File: config.mk
export PLATFORM = sky130hd
export DESIGN_NAME = sftk_div
export DESIGN_NICKNAME = d
export VERILOG_FILES = /design/src/hdl/softmax_top_k_select_assert.svh /design/src/hdl/sftk_pkg.sv /design/src/hdl/sftk_div.sv
export SDC_FILE = /design/constraint.sdc
export NUM_CORES = 1
export LEC_CHECK = 0
export ABC_AREA = 1
export ABC_CLOCK_PERIOD_IN_PS = 8700
export BUFFER_PORTS_ARGS = -buffer_cell sky130_fd_sc_hd__buf_4
export CAP_MARGIN = 10
export CORE_ASPECT_RATIO = 1.2
export CORE_MARGIN = 2
export CORE_UTILIZATION = 31
export DETAILED_ROUTE_END_ITERATION = 16
export GPL_TIMING_DRIVEN = 0
export SYNTH_ARGS = -nofsm -noshare
export SYNTH_HDL_FRONTEND = slang
export SYNTH_SLANG_ARGS = --single-unit
export TNS_END_PERCENT = 20
File: constraint.sdc
create_clock -name clk -period 8.7 [get_ports clk]
set_clock_uncertainty 0.2 [all_clocks]
set_input_delay 0.435 -clock clk [delete_from_list [all_inputs] [get_ports clk]]
set_output_delay 0.435 -clock clk [all_outputs]
set_load 0.02 [all_outputs]
File: src/hdl/softmax_top_k_select_assert.svh
// Assertion macros used by the top-level RTL file.
`ifndef SOFTMAX_TOP_K_SELECT_ASSERT_SVH
`define SOFTMAX_TOP_K_SELECT_ASSERT_SVH

`ifndef ASSERT_OFF
`define SFTK_ASSERT_IMP(label, ante, cons, msg) \
  label: assert property (@(posedge clk) disable iff (!rst_n) (ante) |-> (cons)) \
    else $error(msg);
`define SFTK_ASSERT_NXT(label, ante, cons, msg) \
  label: assert property (@(posedge clk) disable iff (!rst_n) (ante) |=> (cons)) \
    else $error(msg);
`else
`define SFTK_ASSERT_IMP(label, ante, cons, msg)
`define SFTK_ASSERT_NXT(label, ante, cons, msg)
`endif

`endif

File: src/hdl/sftk_pkg.sv
`default_nettype none
package sftk_pkg;

  localparam int CLASS_SLOTS = 1024;
  localparam int MAX_KEEP    = 64;
  localparam int ID_W        = 10;
  localparam int LOGIT_W     = 16;
  localparam int SCORE_W     = 18;
  localparam int KEEP_W      = 7;
  localparam int ADDR_W      = $clog2(CLASS_SLOTS);
  localparam int SEEN_W      = $clog2(CLASS_SLOTS + 1);
  localparam int FILL_W      = $clog2(MAX_KEEP + 1);
  localparam int E_W         = 17;
  localparam int SUM_W       = $clog2(CLASS_SLOTS) + E_W;
  localparam int NUM_W       = E_W + 16;
  localparam int EXP_BITS    = 12;

  localparam logic [62:0] ONE_Q62 = 63'h4000_0000_0000_0000;

  typedef enum logic {
    CFG_SOFTMAX_ENABLE = 1'b0,
    CFG_KEEP_COUNT     = 1'b1
  } cfg_index_t;

  typedef struct packed {
    logic                      valid;
    logic signed [LOGIT_W-1:0] logit;
    logic [ID_W-1:0]           id;
  } sftk_entry_t;

  typedef struct packed {
    logic insert;
    logic shift;
    logic clear;
  } sftk_chain_ctl_t;

  typedef logic [EXP_BITS-1:0][61:0] sftk_coef_t;

  function automatic logic [61:0] sftk_mul_q62(input logic [61:0] a, input logic [61:0] b);
    logic [125:0] p;
    p = {64'd0, a} * {64'd0, b};
    return p[123:62];
  endfunction

  function automatic sftk_coef_t sftk_build_coef();
    sftk_coef_t c;
    logic [63:0] sum;
    logic [63:0] term;
    sum  = 64'h4000_0000_0000_0000;
    term = 64'h4000_0000_0000_0000;
    for (int k = 1; k < 20; k++) begin
      term = (term >> 8) / 64'(k);
      if ((k % 2) == 1) begin
        sum = sum - term;
      end else begin
        sum = sum + term;
      end
    end
    c[0] = sum[61:0];
    for (int i = 1; i < EXP_BITS; i++) begin
      c[i] = sftk_mul_q62(c[i-1], c[i-1]);
    end
    return c;
  endfunction

  localparam sftk_coef_t EXP_COEF = sftk_build_coef();

endpackage
`default_nettype wire

File: src/hdl/sftk_div.sv
`default_nettype none
module sftk_div (
  input  wire                          clk,
  input  wire                          rst_n,
  input  wire                          start_i,
  input  wire  [sftk_pkg::NUM_W-1:0]   num_i,
  input  wire  [sftk_pkg::SUM_W-1:0]   den_i,
  output logic                         done_o,
  output logic [sftk_pkg::E_W-1:0]     q_o
);
  import sftk_pkg::*;

  logic               busy_r;
  logic               done_r;
  logic [5:0]         cnt_r;
  logic [SUM_W-1:0]   rem_r;
  logic [NUM_W-1:0]   quo_r;
  logic [SUM_W-1:0]   den_r;

  logic [SUM_W:0]     trial;
  logic [SUM_W:0]     diff;
  logic               ge;

  assign trial = {rem_r, quo_r[NUM_W-1]};
  assign diff  = trial - {1'b0, den_r};
  assign ge    = (trial >= {1'b0, den_r});

  always_ff @(posedge clk) begin
    if (!rst_n) begin
      busy_r <= 1'b0;
      done_r <= 1'b0;
    end else begin
      done_r <= 1'b0;
      if (busy_r) begin
        rem_r <= ge ? diff[SUM_W-1:0] : trial[SUM_W-1:0];
        quo_r <= {quo_r[NUM_W-2:0], ge};
        cnt_r <= cnt_r + 6'd1;
        if (cnt_r == 6'(NUM_W - 1)) begin
          busy_r <= 1'b0;
          done_r <= 1'b1;
        end
      end else if (start_i) begin
        busy_r <= 1'b1;
        cnt_r  <= '0;
        rem_r  <= '0;
        quo_r  <= num_i;
        den_r  <= den_i;
      end
    end
  end

  assign done_o = done_r;
  assign q_o    = quo_r[E_W-1:0];

endmodule
`default_nettype wire

== Yosys cells after proc, flatten, opt, wreduce, memory -nomap -nowiden ==
Index checks and enable logic that the tools add are counted.
Operators by class
  add/sub/neg operators: 2
  multipliers: 0
  divide/modulo/power cells: 0
  magnitude comparators: 1
  equal/unequal tests: 1
  shift-type cells: 0
  mux-type cells: 11
  bitwise gates (word level): 1
  reductions and logical operators: 4
Operators with widths (count)
  2-to-1 mux 27 bit: 3
  2-to-1 mux 33 bit: 2
  greater-or-equal comparator 28 x 27 -> 1 bit: 1
  subtractor 27 bit: 1
  2-to-1 mux 6 bit: 2
  adder 6 x 1 -> 6 bit (second input constant): 1
  equality test 6 bit (second input constant): 1
  2-to-1 mux 1 bit: 4
  AND reduction 2 bit: 2
  AND reduction 3 bit: 1
  nonzero test 2 bit: 1
  NOT 1 bit: 1
Storage, ports and cells
  register bits after elaboration: 95
  latch bits: 0
  RAM bits: 0
  bits in read-only memories: 0
  bits of input ports: 63
  output and inout port bits: 18
  word-level logic and storage cells: 26
  memories: 0

== Logic depth before layout (Yosys ltp) ==
  word-level depth: 3
  depth in mapped cells: 15
  depth with buffers taken out: 15

== Worst setup path after synthesis ==
No wires, ideal clock.
  path kind: reg-to-reg
  start point: register busy_r
  end point: register cnt_r[0], enable pin
  library setup time: 0.426 ns
  arrival: 2.139 ns
  data required time: 8.074 ns
  setup slack: 5.935 ns
  stages on the path, launching flop included: 4
  buffers on the path: 1
  clock period less this slack: 2.765 ns
  cells stage by stage: dfxtp_1 > clkbuf_1 > nand2_1 > nand2_1
Between the ends
  cells in the longest elaborated chain, start to end: 2
RTL lines
  from (decl): RTL line sftk_div.sv:13  | logic busy_r;
  from (signal assigned): RTL line sftk_div.sv:30  | busy_r <= 1'b0;
  from (signal assigned): RTL line sftk_div.sv:39  | busy_r <= 1'b0;
  from (signal assigned): RTL line sftk_div.sv:43  | busy_r <= 1'b1;
  nonzero test 2 bit (no source line)
  AND reduction 2 bit (no source line)
  to (signal assigned): RTL line sftk_div.sv:37  | cnt_r <= cnt_r + 6'd1;
  to (decl): RTL line sftk_div.sv:15  | logic [5:0] cnt_r;
No other way between the ends.
A chain may end at the register's enable or synchronous reset.

== Worst setup path after layout ==
  start point: register den_r[0]
  end point: register rem_r[22], data pin
Between the ends
  cells in the longest elaborated chain, start to end: 3
  elaborated cells between the ends (all ways): 4
  classes of those cells: 1 x add/sub; 1 x order compare; 2 x mux
RTL lines
  from (decl): RTL line sftk_div.sv:18  | logic [SUM_W-1:0] den_r;
  from (signal assigned): RTL line sftk_div.sv:47  | den_r <= den_i;
  subtractor 27 bit / greater-or-equal comparator 28 x 27 -> 1 bit (equally long branches): RTL line sftk_div.sv:25, sftk_div.sv:26
  2-to-1 mux 27 bit *: RTL line sftk_div.sv:35  | rem_r <= ge ? diff[SUM_W-1:0] : trial[SUM_W-1:0];
  2-to-1 mux 27 bit *: RTL line sftk_div.sv:34  | if (busy_r) begin
  to (signal assigned): RTL line sftk_div.sv:35
  to (decl): RTL line sftk_div.sv:16  | logic [SUM_W-1:0] rem_r;
Every way passes the cells marked *; elsewhere a longest branch is shown, timed or not.

==> impl_metrics.ini <==
[sta]
maxSlewViolCount = 0
timing.slew.headroom_pct = 38.8
finalHoldViolCount = 0
max_slew.worst_pin.slew_ns = 0.916
fmax_ghz = 0.379
finalSetupTns_ns = 0
rsz0062_at_grt = false
setup_viol = 0
period_share_pct = 30.3
period_minus_slack_ns = 2.64

[critical_path]
crit_start = den_r[0]
slowest_delay_ns = 0.42
slowest_stage = fa_1
cp.arrival_ns = 2.56
critPathKind = flip-flop to flip-flop
timing.rr.start = den_r[0]
start_kind = flip-flop
cp_common_cell = nand2_1
cp_cell_sequence = ha_1, fa_1, inv_1, nand2_1, nand2_1, and2_4, nand2_2, nand3_4, nand3_4, nand2_8, buf_6, nand3_1, nand2_1, inv_1
critPathMaxFanout = 10
end_kind = flip-flop
r2r_slack_ns = 6.06
worst_ep_required_time_ns = 8.62
worstRegToRegCells = 14
regToRegEndpoint = rem_r[22]

[synthesis]
synth.top_cell.area_share_pct = 44.8
synth-seq-cells = 95
synth_nets = 912
seq_area_frac_synth_pct = 45.4
yosys-top-cells-area = edfxtp_1 45%, nand2_1 20%, inv_1 8.4%
yosysTopAreaCell = edfxtp_1
syn-instance-count = 819
synth.distinct_cells = 35
avgSynthCellArea_um2 = 7.61
synth-warning-count = 0
syn_area_mm2 = 0.00624

[grt]
antenna_found_initial = 0
first_global_vias = 5053
grt_pass1_wl_um = 24900
grtUsageTotal_pct = 14.7
grt_max_degree = 44
grt-ovfl-total = 0

[cts]
cts_resized = 0
cts_setup_buffers = 0
numCtsBuffers = 9
clk_latency_ns = 0.36
clk_path_buf_depth = 2
path_clk_slew_ns = 0.07
cts_root_buf = clkbuf_16
clock_sinks = 95
postCtsHoldBufs = 0
cts.htree.levels = 3
tritoncts = built

[floorplanning]
num_io_pins = 81
die_y_um = 159
core_area_mm2 = 0.0196
num_rows = 56
die_x_um = 133
die_area_mm2 = 0.0213
initial_core_util_pct = 31.8

[cells_and_area]
regArea_mm2 = 0.00283
diodes = 0
nets = 1004
multi_input_area_mm2 = 0.00265
syn_to_final_growth_pct = 20.8
drive_above_1_share_pct = 16.9
n_fill_cell = 2102

[route]
via_count = 5105
drc = 0
wirelength_um = 14900
wl_per_cell_um = 12.6
ant_nets = 0
drt-pass1-iter-count = 4
avgViaCountPerCell = 4.34
drt_iter0_drc = 247

[placement]
hpwl_um = 11100
gp_congestion = 0.918
numPortBuffers = 80

[power_and_ir_drop]
p_leak_uw = 0.00384
total_power_uw = 1440
peakVddDrop_uv = 105
pwr_density_cell_mw_per_mm2 = 191

[status]
outcome = completed

[min_path]
hp-class = primary input to flip-flop
worstHoldStart = den_i[0]
holdPathEnd = den_r[0]
whs_path_depth = 1

[flow_run]
max_cap_violations = 0
==> how the worst max path moves through the flow <==
stage | slack, ns | to | cells past startpoint
final | 6.06 | rem_r[22] | 14
after global routing | 5.91 | rem_r[18] | 15
after CTS | 6.03 | rem_r[22] | 14
after detailed placement | 6.06 | rem_r[22] | 14
after global placement | 4.78 | rem_r[25] | 3
after floorplan | 5.94 | cnt_r[0] | 3
==> sequential cells by signal (all words and copies together), names as in the netlist <==
register  count
done_o        1
den_r        27
rem_r        27
cnt_r         6
busy_r        1
quo_r        33
==> routing by layer <==
| metal | GRT usage, % | routed length, µm | up-vias |
|---|---|---|---|
| met4 | 5.37 | 311 | 0 |
| met2 | 25.1 | 7130 | 101 |
| met3 | 3.22 | 737 | 17 |
| met5 | 0 | 0 | - |
| met1 | 18.1 | 6690 | 2279 |
| li1 | - | - | 2708 |
==> cells by family after synthesis <==
group | synth area share (%)
simple gates | 31.3
buf+inv | 12.3
flops | 45.4
compound gates | 3.27
fa+ha+maj | 6.14
xor+xnor | 1.54
==> power by group <==
part | internal [µW] | leakage (µW) | switching, µW | total (µW)
sequential | 562 | 0.000912 | 20.3 | 582
combinational | 155 | 0.00277 | 258 | 414
clock | 256 | 0.000158 | 190 | 446
total | 974 | 0.00384 | 468 | 1440
==> layout make-up <==
type,instances,area share [%]
buffer,31,2.79
clock buffer,9,2.99
clock inverter,7,1.36
inverter,148,7.41
multi-input combinational,545,35.2
sequential,95,37.6
tap,261,4.33
timing repair buffer,81,8.34
==> synthesized netlist by cell type (all sizes together) <==
cell type / count
a21oi: 18
nand4: 7
o21bai: 1
edfxtp: 93
xnor2: 1
ha: 29
nand3: 44
nand2: 331
o21ai: 18
and2: 2
xor2: 10
clkbuf: 9
a31o: 1
nor3: 3
fa: 1
nor2: 78
buf: 22
dfxtp: 2
or2: 1
clkinv: 1
inv: 147
==> cell usage in the layout, fill, tap and decap left out, drive strengths merged <==
master,count
bufinv,2
clkbuf,18
nor3,3
clkinvlp,1
nand3,44
dfxtp,2
and2,2
inv,150
o21bai,1
xor2,10
nand2,331
a31o,1
ha,29
buf,103
a21oi,18
fa,1
nand4,7
o21ai,18
xnor2,1
clkinv,2
edfxtp,93
or2,1
nor2,78
==> critical path: cells and delay by family, from the launching register on <==
family	cells	cell delay, ns
buf+inv	3	0.30
flops	1	0.39
fa+ha+maj	2	0.64
simple gates	9	0.86
==> stage by stage <==
step | worst slack (ns) | hold WS (ns) | instance area (µm²) | utilization (%) | instances
floorplan | 5.94 | 0.291 | 6240 | - | 819
global placement | 4.78 | 0.301 | 7160 | 36.5 | 1160
detailed placement | 6.06 | 0.311 | 7210 | 36.7 | 1161
CTS | 6.03 | 0.0389 | 7530 | 38.4 | 1177
global route | 5.91 | 0.0342 | 7530 | 38.4 | 1177
finish | 6.06 | 0.0481 | 7530 | 38.4 | 1177
Note: power is estimated with default switching activity, not from simulation.
