$ cat config.mk
export PLATFORM = sky130hd
export DESIGN_NAME = sftk_exp
export DESIGN_NICKNAME = d
export VERILOG_FILES = /design/src/hdl/softmax_top_k_select_assert.svh /design/src/hdl/sftk_pkg.sv /design/src/hdl/sftk_exp.sv
export SDC_FILE = /design/constraint.sdc
export NUM_CORES = 2
export LEC_CHECK = 0
export ABC_AREA = 1
export BUFFER_PORTS_ARGS = -buffer_cell sky130_fd_sc_hd__buf_2
export CORE_MARGIN = 5
export CORE_UTILIZATION = 30
export CTS_BUF_LIST = sky130_fd_sc_hd__clkbuf_8 sky130_fd_sc_hd__clkbuf_16
export DETAILED_ROUTE_END_ITERATION = 12
export SYNTH_ARGS = -nofsm -noshare
export SYNTH_HDL_FRONTEND = slang
export SYNTH_SLANG_ARGS = --single-unit
export TNS_END_PERCENT = 10
$ cat constraint.sdc
create_clock -name clk -period 7.45 [get_ports clk]
set_clock_uncertainty 0.2 [all_clocks]
set_input_delay 1.1175 -clock clk [delete_from_list [all_inputs] [get_ports clk]]
set_output_delay 1.1175 -clock clk [all_outputs]
set_load 0.05 [all_outputs]
$ cat src/hdl/softmax_top_k_select_assert.svh
// Assertion macros used by the top-level RTL file.
`ifndef SOFTMAX_TOP_K_SELECT_ASSERT_SVH
`define SOFTMAX_TOP_K_SELECT_ASSERT_SVH

`ifndef ASSERT_OFF
`define SFTK_ASSERT_IMP(label, ante, cons, msg) \
  label: assert property (@(posedge clk) disable iff (!rst_n) (ante) |-> (cons)) \
    else $error(msg);
`define SFTK_ASSERT_NXT(label, ante, cons, msg) \
  label: assert property (@(posedge clk) disable iff (!rst_n) (ante) |=> (cons)) \
    else $error(msg);
`else
`define SFTK_ASSERT_IMP(label, ante, cons, msg)
`define SFTK_ASSERT_NXT(label, ante, cons, msg)
`endif

`endif

$ cat src/hdl/sftk_pkg.sv
`default_nettype none
package sftk_pkg;

  localparam int CLASS_SLOTS = 1024;
  localparam int MAX_KEEP    = 64;
  localparam int ID_W        = 10;
  localparam int LOGIT_W     = 16;
  localparam int SCORE_W     = 18;
  localparam int KEEP_W      = 7;
  localparam int ADDR_W      = $clog2(CLASS_SLOTS);
  localparam int SEEN_W      = $clog2(CLASS_SLOTS + 1);
  localparam int FILL_W      = $clog2(MAX_KEEP + 1);
  localparam int E_W         = 17;
  localparam int SUM_W       = $clog2(CLASS_SLOTS) + E_W;
  localparam int NUM_W       = E_W + 16;
  localparam int EXP_BITS    = 12;

  localparam logic [62:0] ONE_Q62 = 63'h4000_0000_0000_0000;

  typedef enum logic {
    CFG_SOFTMAX_ENABLE = 1'b0,
    CFG_KEEP_COUNT     = 1'b1
  } cfg_index_t;

  typedef struct packed {
    logic                      valid;
    logic signed [LOGIT_W-1:0] logit;
    logic [ID_W-1:0]           id;
  } sftk_entry_t;

  typedef struct packed {
    logic insert;
    logic shift;
    logic clear;
  } sftk_chain_ctl_t;

  typedef logic [EXP_BITS-1:0][61:0] sftk_coef_t;

  function automatic logic [61:0] sftk_mul_q62(input logic [61:0] a, input logic [61:0] b);
    logic [125:0] p;
    p = {64'd0, a} * {64'd0, b};
    return p[123:62];
  endfunction

  function automatic sftk_coef_t sftk_build_coef();
    sftk_coef_t c;
    logic [63:0] sum;
    logic [63:0] term;
    sum  = 64'h4000_0000_0000_0000;
    term = 64'h4000_0000_0000_0000;
    for (int k = 1; k < 20; k++) begin
      term = (term >> 8) / 64'(k);
      if ((k % 2) == 1) begin
        sum = sum - term;
      end else begin
        sum = sum + term;
      end
    end
    c[0] = sum[61:0];
    for (int i = 1; i < EXP_BITS; i++) begin
      c[i] = sftk_mul_q62(c[i-1], c[i-1]);
    end
    return c;
  endfunction

  localparam sftk_coef_t EXP_COEF = sftk_build_coef();

endpackage
`default_nettype wire

$ cat src/hdl/sftk_exp.sv
`default_nettype none
module sftk_exp (
  input  wire                          clk,
  input  wire                          rst_n,
  input  wire                          start_i,
  input  wire  [15:0]                  n_i,
  output logic                         done_o,
  output logic [sftk_pkg::E_W-1:0]     e_o
);
  import sftk_pkg::*;

  typedef enum logic [2:0] {E_IDLE, E_BIT, E_MUL, E_ACC, E_DONE} exp_state_t;

  exp_state_t             state_r;
  logic [EXP_BITS-1:0]    n_r;
  logic [3:0]             bit_r;
  logic [1:0]             phase_r;
  logic [62:0]            v_r;
  logic [125:0]           acc_r;
  logic [63:0]            pp_r;
  logic [1:0]             pp_sh_r;
  logic                   pp_vld_r;
  logic                   done_r;
  logic [E_W-1:0]         e_r;

  logic [61:0]  coef;
  logic [31:0]  va;
  logic [31:0]  cb;
  logic [1:0]   pp_sh;
  logic [125:0] pp_shifted;
  logic [125:0] acc_sum;
  logic [63:0]  rounded;
  logic         last_bit;

  assign coef     = EXP_COEF[bit_r];
  assign va       = phase_r[0] ? {1'b0, v_r[62:32]} : v_r[31:0];
  assign cb       = phase_r[1] ? {2'b0, coef[61:32]} : coef[31:0];
  assign pp_sh    = {1'b0, phase_r[0]} + {1'b0, phase_r[1]};
  assign last_bit = (bit_r == 4'(EXP_BITS - 1));
  assign rounded  = {1'b0, v_r} + 64'h0000_2000_0000_0000;

  always_comb begin
    case (pp_sh_r)
      2'd0:    pp_shifted = {62'd0, pp_r};
      2'd1:    pp_shifted = {30'd0, pp_r, 32'd0};
      2'd2:    pp_shifted = {pp_r[61:0], 64'd0};
      default: pp_shifted = '0;
    endcase
    acc_sum = acc_r + (pp_vld_r ? pp_shifted : 126'd0);
  end

  always_ff @(posedge clk) begin
    if (!rst_n) begin
      state_r <= E_IDLE;
      done_r  <= 1'b0;
    end else begin
      done_r <= 1'b0;
      case (state_r)
        E_IDLE: begin
          if (start_i) begin
            if (|n_i[15:EXP_BITS]) begin
              e_r    <= '0;
              done_r <= 1'b1;
            end else begin
              n_r     <= n_i[EXP_BITS-1:0];
              v_r     <= ONE_Q62;
              bit_r   <= '0;
              state_r <= E_BIT;
            end
          end
        end
        E_BIT: begin
          if (n_r[bit_r]) begin
            phase_r  <= '0;
            acc_r    <= '0;
            pp_vld_r <= 1'b0;
            state_r  <= E_MUL;
          end else if (last_bit) begin
            state_r <= E_DONE;
          end else begin
            bit_r <= bit_r + 4'd1;
          end
        end
        E_MUL: begin
          pp_r     <= {32'd0, va} * {32'd0, cb};
          pp_sh_r  <= pp_sh;
          pp_vld_r <= 1'b1;
          acc_r    <= acc_sum;
          phase_r  <= phase_r + 2'd1;
          if (phase_r == 2'd3) begin
            state_r <= E_ACC;
          end
        end
        E_ACC: begin
          v_r <= {1'b0, acc_sum[123:62]};
          if (last_bit) begin
            state_r <= E_DONE;
          end else begin
            bit_r   <= bit_r + 4'd1;
            state_r <= E_BIT;
          end
        end
        E_DONE: begin
          e_r     <= rounded[62:46];
          done_r  <= 1'b1;
          state_r <= E_IDLE;
        end
        default: state_r <= E_IDLE;
      endcase
    end
  end

  assign done_o = done_r;
  assign e_o    = e_r;

endmodule
`default_nettype wire

== Yosys cells after proc, flatten, opt, wreduce, memory -nomap -nowiden ==
Memory sizes are Yosys's and may differ from the RTL's. A register that Yosys moved wholly into a read port is not among the register bits.
Index checks and enable logic that the tools add are counted.
Cells by class
  $mul: 1
  bitwise operators: 1
  $add $sub $neg: 5
  eq/ne operators: 15
  mux-type cells: 35
  reduce and logical (&&, ||, !) cells: 14
  order comparisons: 1
Operators with widths (count)
  one-hot mux 126 bit (3 select lines): 1
  2-to-1 mux 126 bit: 2
  one-hot mux 126 bit (2 select lines): 1
  adder 126 bit: 1
  2-to-1 mux 63 bit: 2
  one-hot mux 63 bit (2 select lines): 1
  multiplier 32 x 32 -> 64 bit: 1
  2-to-1 mux 32 bit: 2
  adder 63 x 46 -> 63 bit (second input constant): 1
  2-to-1 mux 62 bit: 1
  2-to-1 mux 17 bit: 2
  one-hot mux 17 bit (2 select lines): 1
  2-to-1 mux 4 bit: 5
  2-to-1 mux 3 bit: 6
  AND reduction 4 bit: 4
  != test 2 bit (second input constant): 6
  one-hot mux 3 bit (4 select lines): 1
  one-hot mux 4 bit (3 select lines): 1
  equality test 3 x 2 -> 1 bit (second input constant): 2
  nonzero test 2 bit: 3
  < comparator 4 x 5 -> 1 bit (second input constant): 1
  AND reduction 5 bit: 1
  adder 4 x 1 -> 4 bit (second input constant): 1
  binary-select mux 1 bit (select 4 bit): 1
  19 further kinds: 24
Word-level totals
  logic and storage cells: 84
  memories kept: 1
  register bits: 295
  ROM bits: 992
Memory list
  (name not given): words 16, bits a word 62, read ports 1, clocked after memory_dff 1, write ports 0, RTL line sftk_exp.sv:35  | assign coef = EXP_COEF[bit_r];

== Depth between registers and ports, before layout ==
  depth in word-level cells: 5
  mapped depth: 36
  depth with buffers taken out: 33

== Worst setup path after synthesis ==
No wires, ideal clock.
  path type: input to register
  start: input port rst_n
  end: register acc_r[0], enable pin
  path slack: -0.715 ns
  arrival time: 7.309 ns
  stages: 2
  setup time: 0.655 ns
  cell sequence: inv_1 > a21oi_1
On the way
  cells in the longest elaborated chain, start to end: 1
RTL lines
  from (decl): RTL line sftk_exp.sv:4  | input wire rst_n,
  AND reduction 3 bit (no source line)
  to (signal assigned): RTL line sftk_exp.sv:88  | acc_r <= acc_sum;
  to (decl): RTL line sftk_exp.sv:19  | logic [125:0] acc_r;
No other way between the ends.
A chain may end at the register's enable or synchronous reset.

== Worst setup path after layout ==
  start: register phase_r[0]
  end: register pp_r[61] (data pin)
On the way
  cells in the longest elaborated chain, start to end: 2
RTL lines
  from (decl): RTL line sftk_exp.sv:17  | logic [1:0] phase_r;
  from (signal assigned): RTL line sftk_exp.sv:89  | phase_r <= phase_r + 2'd1;
  2-to-1 mux 32 bit: RTL line sftk_exp.sv:36  | assign va = phase_r[0] ? {1'b0, v_r[62:32]} : v_r[31:0];
  multiplier 32 x 32 -> 64 bit: RTL line sftk_exp.sv:85  | pp_r <= {32'd0, va} * {32'd0, cb};
  to (signal assigned): RTL line sftk_exp.sv:85
  to (decl): RTL line sftk_exp.sv:20  | logic [63:0] pp_r;
No other way between the ends.

==> key figures <==
Worst setup path
  – R2r setup slk: -0.37 ns
  – CP startpoint kind: register
  – Delay-heaviest family, CP: adder cells
  – Req. time, crit path: 7.63 ns
  – Setup crit end kind: register
  – Data arrival, critical path: roughly 8 ns
  – Worst reg2reg path depth: 28
  – RR Endpoint: pp_r[61]
  – CP bufs+invs: 9
  – Reg-to-reg startpoint: phase_r[0]
  – Crit-path max FO: 8
  – Setup CP Type: reg -> reg
  – CP max stage cell: fa_1
  – Crit path largest cell delay: roughly 0.66 ns

Place
  – Pre-CTS setup slack: -0.650 ns
  – I/O Buffers: 36
  – Half-perimeter wire length after detailed placement: 229000 µm
  – Placed instance area: 69100 µm²
  – Routability congestion estimate: approximately 1.0

Clock network
  – CTS tree: yes
  – Worst-path clk slew: ~0.06 ns
  – # hold bufs at CTS: 0
  – Number of clock sinks: between 300 and 400
  – CTS H-tree depth: 2
  – CTS root buf: clkbuf_16
  – CTS Buffer Depth: 3
  – CTS Buf Count: 47
  – Clock Latency Late Sink: around 0.68 ns

Synth
  – Predominant post-synthesis flop cell: edfxtp_1
  – Syn Area/Cell: about 7.3 µm²
  – Number of synthesis warnings: 0
  – Post-synth EDFFs: ~290
  – Seq/Total Area, Yosys: 0.167
  – Library cells used by synthesis: 54
  – Post-synthesis cell area: about 60000 µm²
  – Synth async-reset ratio: 0
  – Mapped Cells: roughly 8000
  – Synth Register Bits: approximately 360
  – Mapped Nets: approximately 9500

Global routing
  – Largest net degree at the start of global routing: around 130
  – Initial antenna violation count: 11
  – Vias in the first global route: just under 60000
  – Global route hottest layer: met2
  – GRT Total Usage: 0.251
  – Met1 Use GR: 0.329
  – Global-route wire length before repair: about 390000 µm
  – Met3 Track Usage GR: 0.0343
  – Met2 usage: 0.413
  – Global route overflow: 0

Worst hold path
  – Hold crit path type: reg -> reg
  – Sink of the worst hold path: state_r[2]
  – Hold Path Depth: 3
  – HP Start: state_r[2]

Finish
  – Utilization after layout: 0.369
  – Layout cells sized above 1: 0.147
  – Area Growth Syn to Fin: 21.9%
  – Design area: approximately 73000 µm²
  – Nets: around 10000

Timing
  – Slew HR: 0.257
  – Final hold vios: 0
  – Tmin final: 7.82 ns
  – RSZ-0062 raised after global routing: yes
  – Period utilization: 1.05
  – Fmax: approximately 130 MHz
  – Setup ws final: -0.375 ns
  – Least-Margin Pin Slew: roughly 1.1 ns
  – Final Slew Violations: 0
  – Setup violators final: 39

Detailed routing
  – Final wirelength: between 200000 and 300000 µm
  – Routed wire length per instance: around 23 µm
  – Drt first-iter violations: roughly 4800
  – Vias: approximately 56000
  – Post-route DRC: 0
  – Detail Route Antenna Nets: 0
  – Vias per Instance: just under 5
  – DR pass1 iterations: 8

Run status
  – Failing checks: setup timing
  – Status: complete, but fails checks

Die
  – Initial Utilization: 0.302
  – Die Width: 456 µm
  – Die Area: between 200000 and 250000 µm²
  – I/O pins: 37
  – Core area: roughly 200000 µm²
  – Site row count: ~160
  – Die H: 456 µm

Flow run
  – Max-cap viol count: 0
## flip-flops by register name (all words and copies together) (netlist names)
signal and count:
acc_r 124, done_o 1, pp_vld_r 1, e_o 17, coef 62, bit_r 4, v_r 63, pp_r 64
state_r 3, n_r 12, phase_r 2, pp_sh_r 2
## synth_stat cells (all sizes together) (33+ instances only)
master / n / share of area
nand4: 36 / 0.0038
dfxtp: 66 / 0.022
inv: 1862 / 0.12
ha: 400 / 0.084
or2: 49 / 0.0051
fa: 897 / 0.30
nand2: 2151 / 0.14
o21bai: 33 / 0.0041
clkbuf: 187 / 0.012
a21oi: 295 / 0.025
nand3: 191 / 0.016
xor2: 44 / 0.0064
nor2: 1213 / 0.077
nor3: 44 / 0.0040
o22ai: 60 / 0.0063
edfxtp: 289 / 0.15
o21ai: 219 / 0.019
## metrics by stage
| stage | setup TNS (ns) | hold WS [ns] | cells |
|---|---|---|---|
| final | -9.12 | 0.427 | 11521 |
| after global routing | -18.21 | 0.431 | 11517 |
| after CTS | -9.57 | 0.405 | 11474 |
| after detailed placement | -19.32 | 0.403 | 11359 |
| after global placement | -18.41 | 0.372 | 11359 |
| after floorplan | -0.136 | 0.345 | 8185 |
## metal layers
metal	vias up	routed length, µm
met3	511	17900
li1	25802	-
met2	2118	121000
met1	27857	111000
met4	6	15500
met5	-	41
## placed cells by master, fill, tap and decap left out, drive strengths merged, types with 6 or more instances in the layout
cell      instances
a21o             17
nor4              6
buf             807
xnor2            21
or2              49
o21a             11
o22ai            60
a21oi           295
nand4            36
inv            1870
xor2             44
nor2           1213
dfxtp            66
a31oi             8
nor3             44
clkinv           32
ha              400
nand3b           26
o21bai           33
o21ai           219
clkbuf           52
clkinvlp         13
nand2          2151
edfxtp          289
fa              897
nand3           191
## layout make-up
cell class	instances	area, µm²
Fill cell	20898	125000
Timing Repair inverter	2	15.0
Clock buffer	51	1250
Inverter	1881	7110
Tap cell	2640	3300
Antenna cell	5	12.5
Sequential cell	355	10000
Timing Repair Buffer	808	7540
Clock inverter	36	315
Multi-Input combinational cell	5743	43400
## how the worst max path moves through the flow
stage	start	to	slack (ns)	cells after the start
global route	phase_r[0]	pp_r[50]	-0.54	31
floorplan	phase_r[1]	pp_r[56]	-0.05	29
finish	phase_r[0]	pp_r[61]	-0.37	28
detailed placement	phase_r[0]	pp_r[40]	-0.65	27
CTS	phase_r[1]	pp_r[50]	-0.31	32
global placement	phase_r[1]	pp_r[43]	-0.63	29
## worst reg2reg max path: cells and delay by family (launching register included)
| kind | cells | cell delay, ns |
|---|---|---|
| adders and majority gates | 9 | 4.35 |
| and+or+nand+nor | 5 | 0.45 |
| DFF | 1 | 0.36 |
| AOI/OAI and AO/OA | 5 | 1.07 |
| buffers and inverters | 9 | 1.17 |
## cells by family (layout without fill, tap and decap cells)
kind of cell	after synthesis	in the layout	share of synthesized area
and+or+nand+nor	3720	3720	0.246
xor gates and xnor gates	65	65	0.00952
AOI/OAI and AO/OA	661	661	0.0615
other	0	5	0
DFF	355	355	0.167
buffers and inverters	2087	2778	0.132
adders and majority gates	1297	1297	0.384
## repair_timing
item	4_1_cts	5_1_grt
gates cloned	3	1
pin swaps	53	110
buffers inserted	25	42
resized for setup	186	232
setup endpoints to repair	44	48
Power is left out: the tool's default activity adds up to more than one toggle a clock period on the data nets, which glitch-free logic cannot reach.
